File: config.mk
export PLATFORM = sky130hd
export DESIGN_NAME = ipv4_flow_dns_qname_parser_core
export DESIGN_NICKNAME = d
export VERILOG_FILES = /design/src/rtl/qnp_pkg.sv /design/src/rtl/qnp_name_store.sv /design/src/rtl/qnp_name_walker.sv /design/src/rtl/ipv4_flow_dns_qname_parser_core.sv
export SDC_FILE = /design/constraint.sdc
export NUM_CORES = 1
export LEC_CHECK = 0
export ABC_AREA = 1
export BUFFER_PORTS_ARGS = -buffer_cell sky130_fd_sc_hd__buf_4
export CAP_MARGIN = 5
export CORE_MARGIN = 5
export CORE_UTILIZATION = 34
export DETAILED_ROUTE_END_ITERATION = 12
export GPL_TIMING_DRIVEN = 1
export PLACE_DENSITY = 0.46
export SYNTH_ARGS = -nofsm -noshare
export SYNTH_HDL_FRONTEND = slang
export SYNTH_SLANG_ARGS = --single-unit
File: constraint.sdc
create_clock -name clk -period 12 [get_ports clk]
set_clock_uncertainty 0.05 [all_clocks]
set_input_delay 1.8 -clock clk [delete_from_list [all_inputs] [get_ports clk]]
set_output_delay 1.8 -clock clk [all_outputs]
set_load 0.01 [all_outputs]
File: src/rtl/qnp_pkg.sv
package qnp_pkg;

	typedef struct packed {
		logic [7:0] frame_byte;
		logic       last_byte;
	} frame_t;

	typedef struct packed {
		logic        record_kind;
		logic        accepted;
		logic [7:0]  protocol;
		logic [31:0] ip_source;
		logic [31:0] ip_dest;
		logic [15:0] port_source;
		logic [15:0] port_dest;
		logic [15:0] frame_length;
		logic        dns_query;
		logic [7:0]  name_char;
		logic        last_result;
	} record_t;

	typedef enum logic [2:0] {
		PH_LEN   = 3'b001,
		PH_LABEL = 3'b010,
		PH_DONE  = 3'b100
	} name_phase_t;

	typedef struct packed {
		name_phase_t phase;
		logic        failed;
	} name_stat_t;

	localparam logic        KIND_SUMMARY  = 1'b0;
	localparam logic        KIND_CHAR     = 1'b1;

	localparam logic [15:0] OFF_ETYPE_HI  = 16'd12;
	localparam logic [15:0] OFF_ETYPE_LO  = 16'd13;
	localparam logic [15:0] OFF_VER_IHL   = 16'd14;
	localparam logic [15:0] OFF_PROTO     = 16'd23;
	localparam logic [15:0] OFF_SRC_FIRST = 16'd26;
	localparam logic [15:0] OFF_SRC_LAST  = 16'd29;
	localparam logic [15:0] OFF_DST_FIRST = 16'd30;
	localparam logic [15:0] OFF_DST_LAST  = 16'd33;
	localparam logic [15:0] ETH_HDR_BYTES = 16'd14;
	localparam logic [15:0] MIN_FRAME     = 16'd34;
	localparam logic [15:0] PORT_BYTES    = 16'd4;
	localparam logic [15:0] UDP_HDR_BYTES = 16'd8;
	localparam logic [15:0] DNS_HDR_BYTES = 16'd12;
	localparam logic [15:0] DNS_FLAGS_OFF = 16'd2;
	localparam logic [15:0] DNS_QD_OFF    = 16'd4;
	localparam logic [15:0] BYTE_CNT_MAX  = 16'hFFFF;

	localparam logic [15:0] ETH_TYPE_IPV4 = 16'h0800;
	localparam logic [3:0]  IP_VERSION    = 4'd4;
	localparam logic [3:0]  MIN_IHL       = 4'd5;
	localparam logic [7:0]  PROTO_TCP     = 8'd6;
	localparam logic [7:0]  PROTO_UDP     = 8'd17;
	localparam logic [15:0] DNS_PORT      = 16'd53;
	localparam logic [7:0]  QR_MASK       = 8'h80;
	localparam logic [7:0]  PTR_MASK      = 8'hC0;
	localparam logic [7:0]  CHAR_DOT      = 8'h2E;

endpackage

File: src/rtl/qnp_name_store.sv
module qnp_name_store #(
	parameter int DEPTH = 64,
	parameter int AW    = 6
) (
	input  logic          clk,
	input  logic          wr_en,
	input  logic [AW-1:0] wr_addr,
	input  logic [7:0]    wr_data,
	input  logic          rd_en,
	input  logic [AW-1:0] rd_addr,
	output logic [7:0]    rd_data
);

	logic [7:0] mem [DEPTH];
	logic [7:0] rd_data_q;

	always_ff @(posedge clk) begin
		if (wr_en) begin
			mem[wr_addr] <= wr_data;
		end
	end

	always_ff @(posedge clk) begin
		if (rd_en) begin
			rd_data_q <= mem[rd_addr];
		end
	end

	assign rd_data = rd_data_q;

endmodule

File: src/rtl/qnp_name_walker.sv
module qnp_name_walker #(
	parameter int QNAME_BYTES = 64,
	parameter int NLW         = 6
) (
	input  logic                clk,
	input  logic                arst_n,
	input  logic                clr,
	input  logic                en,
	input  logic [7:0]          data,
	output logic                wr_en,
	output logic [NLW-1:0]      wr_addr,
	output logic [7:0]          wr_data,
	output qnp_pkg::name_stat_t stat,
	output logic [NLW-1:0]      length
);
	import qnp_pkg::*;

	localparam logic [7:0] LEN_LIMIT = 8'(QNAME_BYTES - 1);

	name_phase_t    phase_q;
	logic           failed_q;
	logic [5:0]     rem_q;
	logic [NLW-1:0] len_q;
	logic [7:0]     need;
	logic [7:0]     dot_pos;
	logic           active;
	logic           len_ok;

	assign active  = en && !failed_q && (phase_q != PH_DONE);
	assign need    = 8'(len_q) + {2'b00, data[5:0]} + 8'd1;
	assign dot_pos = 8'(len_q) + {2'b00, data[5:0]};
	assign len_ok  = (data != 8'd0) && ((data & PTR_MASK) == 8'd0) && (need <= LEN_LIMIT);

	always_comb begin
		wr_en   = 1'b0;
		wr_addr = len_q;
		wr_data = data;
		if (active) begin
			case (phase_q)
				PH_LEN: begin
					wr_en   = len_ok;
					wr_addr = dot_pos[NLW-1:0];
					wr_data = CHAR_DOT;
				end
				PH_LABEL: begin
					wr_en = 1'b1;
				end
				default: begin
					wr_en = 1'b0;
				end
			endcase
		end
	end

	always_ff @(posedge clk or negedge arst_n) begin
		if (!arst_n) begin
			phase_q  <= PH_LEN;
			failed_q <= 1'b0;
			rem_q    <= '0;
			len_q    <= '0;
		end else if (clr) begin
			phase_q  <= PH_LEN;
			failed_q <= 1'b0;
			rem_q    <= '0;
			len_q    <= '0;
		end else if (active) begin
			case (phase_q)
				PH_LEN: begin
					if (data == 8'd0) begin
						phase_q <= PH_DONE;
					end else if (!len_ok) begin
						failed_q <= 1'b1;
					end else begin
						rem_q   <= data[5:0];
						phase_q <= PH_LABEL;
					end
				end
				PH_LABEL: begin
					rem_q <= rem_q - 6'd1;
					if (rem_q == 6'd1) begin
						len_q   <= len_q + NLW'(2);
						phase_q <= PH_LEN;
					end else begin
						len_q <= len_q + NLW'(1);
					end
				end
				default: begin
					phase_q <= phase_q;
				end
			endcase
		end
	end

	assign stat.phase  = phase_q;
	assign stat.failed = failed_q;
	assign length      = len_q;

	a_len_bound: assert property (@(posedge clk) disable iff (!arst_n)
		8'(len_q) <= LEN_LIMIT)
		else $error("name length past store");

	a_label_rem: assert property (@(posedge clk) disable iff (!arst_n)
		(phase_q == PH_LABEL) |-> (rem_q != 6'd0))
		else $error("label phase with no bytes left");

	a_no_write_failed: assert property (@(posedge clk) disable iff (!arst_n)
		wr_en |-> (!failed_q && phase_q != PH_DONE))
		else $error("name write after fail or end");

endmodule

File: src/rtl/ipv4_flow_dns_qname_parser_core.sv
// Ethernet/IPv4 TCP-UDP header parser with DNS query name extraction.
//
// frame channel: one frame byte per word with a last-byte flag, starting at
// the destination MAC. Header bytes are taken at one word per cycle while frame_stall is low.
// record channel: after the last byte, one summary word (addresses, ports,
// protocol, length, accept and DNS flags), then for a DNS query to UDP port
// 53 one word per name character, dots between labels. last_result marks the
// final word of each frame.
// After the last byte is taken the core moves to the summary state, and the
// summary word is then loaded into the output register. Each name character
// is read from the name memory and then loaded into the output register.
// frame_stall is held high from the last byte until the final word of the
// frame is loaded into the output register.
// Reset clears all header state and the name parser; the name memory keeps
// its contents and only entries written in the current frame are read.
// While the receiver stalls, the output word holds and readout pauses.
module ipv4_flow_dns_qname_parser_core #(
	parameter int QNAME_BYTES = 64
) (
	input  logic             clk,
	input  logic             arst_n,
	input  qnp_pkg::frame_t  frame,
	input  logic             frame_valid,
	output logic             frame_stall,
	output qnp_pkg::record_t record,
	output logic             record_valid,
	input  logic             record_stall
);
	import qnp_pkg::*;

	localparam int NLW = $clog2(QNAME_BYTES);

	typedef enum logic [3:0] {
		ST_RUN  = 4'b0001,
		ST_SUM  = 4'b0010,
		ST_NRD  = 4'b0100,
		ST_NOUT = 4'b1000
	} state_t;

	state_t         state_q;
	logic [15:0]    byte_count_q;
	logic [15:0]    ether_type_q;
	logic [7:0]     ver_ihl_q;
	logic [7:0]     proto_q;
	logic [31:0]    ip_source_q;
	logic [31:0]    ip_dest_q;
	logic [15:0]    port_source_q;
	logic [15:0]    port_dest_q;
	logic [7:0]     dns_flags_q;
	logic [15:0]    qd_count_q;
	logic [NLW-1:0] rd_ptr_q;
	record_t        out_q;
	logic           out_valid_q;

	logic           frame_acc;
	logic           out_free;
	logic           out_load;
	logic           clr;
	logic [3:0]     ihl;
	logic [15:0]    t_off;
	logic [15:0]    d_off;
	logic [15:0]    idx;
	logic           xport_ok;
	logic           name_en;
	logic           acc;
	logic           dns;
	logic           sum_last;
	logic           char_last;
	logic           wr_en;
	logic [NLW-1:0] wr_addr;
	logic [7:0]     wr_data;
	logic           rd_en;
	logic [7:0]     rd_data;
	name_stat_t     stat;
	logic [NLW-1:0] name_len;

	assign frame_stall = (state_q != ST_RUN);
	assign frame_acc   = frame_valid && !frame_stall;
	assign out_free    = !out_valid_q || !record_stall;
	assign out_load    = ((state_q == ST_SUM) || (state_q == ST_NOUT)) && out_free;

	assign idx      = byte_count_q;
	assign ihl      = ver_ihl_q[3:0];
	assign t_off    = ETH_HDR_BYTES + {10'd0, ihl, 2'b00};
	assign d_off    = t_off + UDP_HDR_BYTES;
	assign xport_ok = (idx > OFF_VER_IHL) && (ihl >= MIN_IHL);
	assign name_en  = frame_acc && xport_ok && (idx >= d_off + DNS_HDR_BYTES);

	assign acc = (byte_count_q >= MIN_FRAME) && (ether_type_q == ETH_TYPE_IPV4)
		&& (ver_ihl_q[7:4] == IP_VERSION) && (ihl >= MIN_IHL)
		&& (byte_count_q >= t_off + PORT_BYTES)
		&& ((proto_q == PROTO_TCP) || (proto_q == PROTO_UDP));
	assign dns = acc && (proto_q == PROTO_UDP) && (port_dest_q == DNS_PORT)
		&& (qd_count_q != 16'd0) && ((dns_flags_q & QR_MASK) == 8'd0)
		&& !stat.failed && (stat.phase == PH_DONE) && (name_len != '0);
	assign sum_last  = !dns || (name_len == NLW'(1));
	assign char_last = ({1'b0, rd_ptr_q} + (NLW+1)'(2)) == {1'b0, name_len};

	assign rd_en = (state_q == ST_NRD);
	assign clr   = ((state_q == ST_SUM) && out_free && sum_last)
		|| ((state_q == ST_NOUT) && out_free && char_last);

	qnp_name_walker #(
		.QNAME_BYTES(QNAME_BYTES),
		.NLW        (NLW)
	) u_walker (
		.clk    (clk),
		.arst_n (arst_n),
		.clr    (clr),
		.en     (name_en),
		.data   (frame.frame_byte),
		.wr_en  (wr_en),
		.wr_addr(wr_addr),
		.wr_data(wr_data),
		.stat   (stat),
		.length (name_len)
	);

	qnp_name_store #(
		.DEPTH(QNAME_BYTES),
		.AW   (NLW)
	) u_store (
		.clk    (clk),
		.wr_en  (wr_en),
		.wr_addr(wr_addr),
		.wr_data(wr_data),
		.rd_en  (rd_en),
		.rd_addr(rd_ptr_q),
		.rd_data(rd_data)
	);

	always_ff @(posedge clk or negedge arst_n) begin
		if (!arst_n) begin
			byte_count_q  <= '0;
			ether_type_q  <= '0;
			ver_ihl_q     <= '0;
			proto_q       <= '0;
			ip_source_q   <= '0;
			ip_dest_q     <= '0;
			port_source_q <= '0;
			port_dest_q   <= '0;
			dns_flags_q   <= '0;
			qd_count_q    <= '0;
		end else if (clr) begin
			byte_count_q  <= '0;
			ether_type_q  <= '0;
			ver_ihl_q     <= '0;
			proto_q       <= '0;
			ip_source_q   <= '0;
			ip_dest_q     <= '0;
			port_source_q <= '0;
			port_dest_q   <= '0;
			dns_flags_q   <= '0;
			qd_count_q    <= '0;
		end else if (frame_acc) begin
			if (idx == OFF_ETYPE_HI) begin
				ether_type_q <= {frame.frame_byte, 8'd0};
			end else if (idx == OFF_ETYPE_LO) begin
				ether_type_q <= {ether_type_q[15:8], frame.frame_byte};
			end else if (idx == OFF_VER_IHL) begin
				ver_ihl_q <= frame.frame_byte;
			end else if (idx == OFF_PROTO) begin
				proto_q <= frame.frame_byte;
			end else if (idx >= OFF_SRC_FIRST && idx <= OFF_SRC_LAST) begin
				ip_source_q <= {ip_source_q[23:0], frame.frame_byte};
			end else if (idx >= OFF_DST_FIRST && idx <= OFF_DST_LAST) begin
				ip_dest_q <= {ip_dest_q[23:0], frame.frame_byte};
			end
			if (xport_ok) begin
				if (idx == t_off || idx == t_off + 16'd1) begin
					port_source_q <= {port_source_q[7:0], frame.frame_byte};
				end else if (idx == t_off + 16'd2 || idx == t_off + 16'd3) begin
					port_dest_q <= {port_dest_q[7:0], frame.frame_byte};
				end else if (idx == d_off + DNS_FLAGS_OFF) begin
					dns_flags_q <= frame.frame_byte;
				end else if (idx == d_off + DNS_QD_OFF
					|| idx == d_off + DNS_QD_OFF + 16'd1) begin
					qd_count_q <= {qd_count_q[7:0], frame.frame_byte};
				end
			end
			if (byte_count_q != BYTE_CNT_MAX) begin
				byte_count_q <= byte_count_q + 16'd1;
			end
		end
	end

	always_ff @(posedge clk or negedge arst_n) begin
		if (!arst_n) begin
			state_q     <= ST_RUN;
			rd_ptr_q    <= '0;
			out_valid_q <= 1'b0;
		end else begin
			out_valid_q <= out_load || (out_valid_q && record_stall);
			case (state_q)
				ST_RUN: begin
					rd_ptr_q <= '0;
					if (frame_acc && frame.last_byte) begin
						state_q <= ST_SUM;
					end
				end
				ST_SUM: begin
					if (out_free) begin
						state_q <= sum_last ? ST_RUN : ST_NRD;
					end
				end
				ST_NRD: begin
					state_q <= ST_NOUT;
				end
				ST_NOUT: begin
					if (out_free) begin
						rd_ptr_q <= rd_ptr_q + NLW'(1);
						state_q  <= char_last ? ST_RUN : ST_NRD;
					end
				end
				default: begin
					state_q <= ST_RUN;
				end
			endcase
		end
	end

	always_ff @(posedge clk) begin
		if (state_q == ST_SUM && out_free) begin
			out_q.record_kind  <= KIND_SUMMARY;
			out_q.accepted     <= acc;
			out_q.protocol     <= acc ? proto_q : 8'd0;
			out_q.ip_source    <= acc ? ip_source_q : 32'd0;
			out_q.ip_dest      <= acc ? ip_dest_q : 32'd0;
			out_q.port_source  <= acc ? port_source_q : 16'd0;
			out_q.port_dest    <= acc ? port_dest_q : 16'd0;
			out_q.frame_length <= byte_count_q;
			out_q.dns_query    <= dns;
			out_q.name_char    <= 8'd0;
			out_q.last_result  <= sum_last;
		end else if (state_q == ST_NOUT && out_free) begin
			out_q.record_kind  <= KIND_CHAR;
			out_q.accepted     <= 1'b0;
			out_q.protocol     <= 8'd0;
			out_q.ip_source    <= 32'd0;
			out_q.ip_dest      <= 32'd0;
			out_q.port_source  <= 16'd0;
			out_q.port_dest    <= 16'd0;
			out_q.frame_length <= 16'd0;
			out_q.dns_query    <= 1'b0;
			out_q.name_char    <= rd_data;
			out_q.last_result  <= char_last;
		end
	end

	assign record       = out_q;
	assign record_valid = out_valid_q;

	a_readout_name_ok: assert property (@(posedge clk) disable iff (!arst_n)
		(state_q == ST_NRD) |-> (stat.phase == PH_DONE && !stat.failed))
		else $error("name readout without a complete name");

	a_dns_summary: assert property (@(posedge clk) disable iff (!arst_n)
		(record_valid && record.record_kind == KIND_SUMMARY && record.dns_query)
		|-> (record.accepted && record.protocol == PROTO_UDP
			&& record.port_dest == DNS_PORT && !record.last_result))
		else $error("dns summary fields inconsistent");

	a_clear_frees_input: assert property (@(posedge clk) disable iff (!arst_n)
		clr |=> (state_q == ST_RUN && byte_count_q == 16'd0))
		else $error("frame state not cleared after last word");

endmodule
Word-level counts from Yosys, hierarchy flattened --
Memory sizes are Yosys's and may differ from the RTL's. A register that Yosys moved wholly into a read port is not among the register bits. Cells that the tools add are included.
Operators by class: $mul 0, bitwise gates (word level) 0, shift-type cells 0, reduce and logical (&&, ||, !) cells 85, equality and inequality tests 46, div/mod/pow operators 0, muxes and demuxes 98, $lt $le $gt $ge 10, $add $sub $neg 18
Operator list (number):
- 2-to-1 mux 32 bit | 17
- 2-to-1 mux 16 bit | 24
- 2-to-1 mux 131 bit | 2
- 2-to-1 mux 8 bit | 21
- 2-to-1 mux 6 bit | 11
- == test 16 x 4 -> 1 bit, second input constant | 3
- == test 16 x 8 -> 1 bit | 3
- nonzero test 2 bit | 17
- >= comparator 16 x 5 -> 1 bit, second input constant | 2
- logical AND 1 bit | 29
- inequality test 2 bit, second input constant | 13
- logical NOT 8 bit | 3
- one-hot mux 6 bit (2 select lines) | 2
- 2-to-1 mux 3 bit | 7
- AND reduction 4 bit | 5
- adder 16 x 1 -> 16 bit, second input constant | 1
- adder 7 x 2 -> 8 bit, second input constant | 2
- == test 16 x 10 -> 1 bit | 1
- == test 16 x 12 -> 1 bit, second input constant | 1
- == test 16 bit | 1
- == test 16 x 5 -> 1 bit, second input constant | 1
- == test 16 x 6 -> 1 bit, second input constant | 1
- == test 16 x 7 -> 1 bit | 1
- == test 16 x 9 -> 1 bit | 1
- other kinds (54) | 88
Storage, ports and cells: bits of input ports 13, flip-flop bits (word level) 327, memory bits (read-only) 0, bits in writable memories 512, word-level logic and storage cells 287, memories 1, output and inout bits 134, latch bits 0
Memories:
- u_store.mem | words 64, width 8, read ports 1, clocked after Yosys merged registers in 1, write ports 1, line qnp_name_store.sv:14 | logic [7:0] mem [DEPTH];

Longest topological paths before layout --
depth after elaboration 19, gate-level depth with buffers 27, depth with buffers taken out 27

Hierarchy --
A second synthesis with hierarchy kept.
Unflattened totals: cells, all modules 3484, area total of the unflattened synthesis 36591.3 µm²
By module, submodules not included:
- qnp_name_store | seq. area each 15615.0 µm², area an instance 21398.0 µm², cells each 1811, instances 1
- ipv4_flow_dns_qname_parser_core | seq. area each 8179.1 µm², area an instance 13665.6 µm², cells each 1452, instances 1
- qnp_name_walker | seq. area each 401.6 µm², area an instance 1527.7 µm², cells each 221, instances 1

Least setup slack after synthesis --
OpenSTA, ideal clock, no wires.
kind input-to-reg, start in record_stall, end reg out_q, in the netlist record[0], enable pin, data arrival time 4539 ps, library setup time 1075 ps, stages on the path 6, required time 10875 ps, buffers on the path 1, setup slack 6336 ps, cells stage by stage nand2_1 -> inv_1 -> nor2_1 -> inv_1 -> buf_1 -> nand2_1
On the way: cells in the longest elaborated chain, start to end 4, elaborated cells on any way between the ends 5, classes of those cells reduce/logical: 5
Ends and longest elaborated chain:
- start: declaration | line ipv4_flow_dns_qname_parser_core.sv:27 | input logic record_stall
- logical NOT 1 bit * | line ipv4_flow_dns_qname_parser_core.sv:79 | assign out_free = !out_valid_q || !record_stall;
- logical OR 1 bit * | line ipv4_flow_dns_qname_parser_core.sv:79
- logical AND 1 bit (on tied branches) | line ipv4_flow_dns_qname_parser_core.sv:223, ipv4_flow_dns_qname_parser_core.sv:235
- nonzero test 2 bit (no line) *
- end: declaration | line ipv4_flow_dns_qname_parser_core.sv:52 | record_t out_q;
Every way passes the cells marked *; elsewhere a longest branch is shown, timed or not. A chain may end at the register's enable or synchronous reset.

Worst setup path after layout --
start reg ver_ihl_q[0], end mem u_store.mem[34][3], enable pin
On the way: cells in the longest elaborated chain, start to end 10, elaborated cells on any way between the ends 14, classes of those cells add/sub: 3; order compare: 2; mux: 4; reduce/logical: 5
Ends and longest elaborated chain:
- start: declaration | line ipv4_flow_dns_qname_parser_core.sv:43 | logic [7:0] ver_ihl_q;
- start signal: assignment | line ipv4_flow_dns_qname_parser_core.sv:161 | ver_ihl_q <= frame.frame_byte;
- adder 4 x 6 -> 7 bit | line ipv4_flow_dns_qname_parser_core.sv:84 | assign t_off = ETH_HDR_BYTES + {10'd0, ihl, 2'b00};
- adder 7 x 4 -> 8 bit | line ipv4_flow_dns_qname_parser_core.sv:85 | assign d_off = t_off + UDP_HDR_BYTES;
- adder 8 x 4 -> 9 bit | line ipv4_flow_dns_qname_parser_core.sv:87 | assign name_en = frame_acc && xport_ok && (idx >= d_off + DNS_HDR_BYTES);
- >= comparator 16 x 9 -> 1 bit | line ipv4_flow_dns_qname_parser_core.sv:87
- logical AND 1 bit * | line ipv4_flow_dns_qname_parser_core.sv:87
- logical AND 1 bit * (2 in a row) | line qnp_name_walker.sv:29 | assign active = en && !failed_q && (phase_q != PH_DONE);
- 2-to-1 mux 1 bit | line qnp_name_walker.sv:38 | if (active) begin
- 2-to-1 mux 1 bit | line qnp_name_store.sv:18 | if (wr_en) begin
- 2-to-1 mux 1 bit (implied by the code) | line qnp_name_store.sv:19 | mem[wr_addr] <= wr_data;
- end: declaration | line qnp_name_store.sv:14
Marks and branches as above.

==> results.json <==
{
  "status": "finished clean",
  "crit_fanout": 11,
  "final_common_cell": "edfxtp_1",
  "grt_pass1_vias": 23820,
  "seq_area_frac_synth": 0.6774,
  "finalSetupTns_ns": 0,
  "slew_headroom": 0.2163,
  "cp_slowest_cell": "nor2_1",
  "netlist_top_cells_area": "edfxtp_1 54%, dfrtp_1 13%, nor2_1 5.9%",
  "wirelength_mm": 101.0,
  "cts.sinks": 840,
  "period_minus_slack_ns": 5.662,
  "grt_pass1_wl_mm": 152.5,
  "layout.nets": 3386,
  "start_util": 0.3408,
  "grt_antenna_before_repair": 1,
  "avgSynthCellArea_um2": 11.08,
  "hold_path.class": "register to register",
  "end_kind": "register",
  "placementRows": 119,
  "cp-start-kind": "register",
  "ant_nets": 0,
  "rrSetupSlack_ns": 6.34,
  "clk_latency_ns": 0.65,
  "die-area_um2": 111600,
  "grt_max_degree": 162,
  "dp_slack_ns": 6.371,
  "multiInputGateArea_um2": 9927,
  "post_drt_via_cell_ratio": 5.017,
  "ys_seq_elements": 840,
  "finalMaxSlewViolations": 0,
  "yosys_warnings": 0,
  "drt_iter0_drc": 2091,
  "cts_resized": 0,
  "wl_per_cell_um": 21.03,
  "ios": 147,
  "syn_area_um2": 35720,
  "path_class": "register to register",
  "cts_buffer_depth": 3,
  "synth_top_cell_by_area": "edfxtp_1",
  "p_leak_nw": 15.25,
  "max_stage_delay_ns": 0.72,
  "portBuffers": 146,
  "worstPathArrival_ns": 5.89,
  "max-cap-violations": 0,
  "numCtsBuffers": 92,
  "regArea_um2": 24200,
  "cts.htree.levels": 3,
  "rsz0062_at_grt": "false",
  "worst_ir_drop_vdd_uv": 106.1,
  "root_buffer": "clkbuf_16",
  "synthCells": 3223,
  "area_growth_pct": 14.87,
  "cpMostUsedCell": "nand2_1",
  "fp.coreArea_um2": 104800,
  "max_freq_mhz": 176.6,
  "post_cts_buffers": 0,
  "grt_use_total": 0.1764,
  "tightest_slew_ns": 1.176,
  "fillers": 10310,
  "layout-drive-gt1-share": 0.1182,
  "hold_buffers": 0,
  "clkTransAtPathRegs_ns": 0.06,
  "yosysTopAreaCellShare": 0.5406,
  "crit_required_ns": 12.23,
  "cts_tree": "built",
  "vias": 24090,
  "dp_hpwl_mm": 62.17,
  "period_share": 0.4718,
  "final_cell_mix": "643 x edfxtp_1, 555 x nor2_1, 406 x o21ai_0",
  "path_cells": "inv_2, ha_1, inv_1, nand2_1, nand2_1, inv_1, ha_1, nand2_1, nand2_1, o31a_1, ha_1, nand2_1, o21ai_0, o21ai_0, nand2_1, nand2_4, inv_2, nand2_4, o21ai_4, nand3_1, nor2_1",
  "drc": 0,
  "first_pass_iters": 5,
  "hold_viol_final": 0,
  "gp_congestion": 0.8220,
  "setup_viol": 0,
  "setup_ws_ns": 6.338,
  "power.density_nw_per_um2": 193.1,
  "ys_types": 53,
  "die_h_um": 334.1,
  "die_w_um": 334.1,
  "overflow": 0
}
synth_stat cells (all sizes together):
library cell	count
edfxtp	643
nor2	581
o21ai	420
nand2	414
inv	249
nand3	191
dfrtp	186
clkbuf	120
o22ai	85
nand4	53
o221ai	52
buf	41
ha	38
a21oi	30
xor2	29
nor3	23
o211ai	13
o31ai	11
dfxtp	9
xnor2	8
clkinv	5
nand3b	3
nor4	3
a31oi	2
conb	2
dfstp	2
nor3b	2
o2111ai	2
a21o	1
and3	1
fa	1
o21a	1
o21bai	1
o31a	1
worst max-delay path, delay by kind of cell, from the launching register on:
family / cells / cell delay (ns)
AOI/OAI and AO/OA: 4 / 1.19
adders and majority gates: 3 / 0.77
buffers and inverters: 4 / 0.43
DFF: 1 / 0.52
and+or+nand+nor: 10 / 2.32
layer usage:
layer / GRT usage / vias to the layer above / wire length [um]
met3: 0.02573 / 124 / 5172
met5: 0 / - / 0
met4: 0.04484 / 0 / 2074
li1: - / 11470 / -
met2: 0.2855 / 648 / 47220
met1: 0.2514 / 11850 / 46510
area by class of cell:
cell class                      instances  share of cell area
Antenna cell                            1          0.00006099
Clock inverter                         40            0.007013
Timing Repair Buffer                  175             0.03217
Multi-Input combinational cell       1971              0.2419
Sequential cell                       840              0.5899
Tap cell                             1391             0.04242
Inverter                              254             0.02348
Clock buffer                          130             0.06303
kinds of logic (layout without fill, tap and decap cells):
kind of cell,Yosys count,count (layout),share of synthesized area
and+or+nand+nor,1271,1271,0.1549
DFF,840,840,0.6774
AOI/OAI and AO/OA,619,619,0.09819
buffers and inverters,415,599,0.04641
adders and majority gates,39,39,0.01387
xor gates and xnor gates,37,37,0.009072
other,2,6,0.0002103
worst paths after layout:
kind	cells past startpoint	endpoint	startpoint
setup / recovery	21	u_store.mem[34][3]	ver_ihl_q[0]
max in group asynchronous	3	ip_dest_q[18]	arst_n
min in group asynchronous	1	port_source_q[11]	arst_n
hold / removal	2	record[4]	u_store.rd_data[3]
hold reg to reg	2	record[4]	u_store.rd_data[3]
setup reg to reg	21	u_store.mem[34][3]	ver_ihl_q[0]
through the flow:
step             util  total power, W  instances  instance area (um^2)  hold WS (ns)
6_report       0.3914        0.007922       4802                 41030        0.4192
4_1_cts        0.3914        0.008010       4801                 41030        0.4173
5_1_grt        0.3914        0.008366       4801                 41030        0.4499
2_1_floorplan       -        0.004775       3226                 35730        0.3975
3_3_place_gp   0.3640        0.005289       4631                 38160        0.4033
3_5_place_dp   0.3640        0.005282       4631                 38160        0.4072
flip-flops by register name (all words and copies together), names as in the netlist, 4 cells and up:
| name | flops |
|---|---|
| ver_ihl_q | 8 |
| state_q | 4 |
| port_dest_q | 16 |
| ip_source_q | 32 |
| u_store.rd_data | 8 |
| port_source_q | 16 |
| ip_dest_q | 32 |
| u_walker.length | 6 |
| record | 132 |
| u_store.mem | 512 |
| ether_type_q | 16 |
| byte_count_q | 16 |
| qd_count_q | 16 |
| rd_ptr_q | 6 |
| proto_q | 8 |
| u_walker.rem_q | 6 |
where the power goes:
part           switching [W]  internal, W
Combinational        0.00113     0.000473
Sequential          0.000180      0.00343
Clock                0.00118      0.00153
No activity file was read; power rests on OpenSTA's default activity.
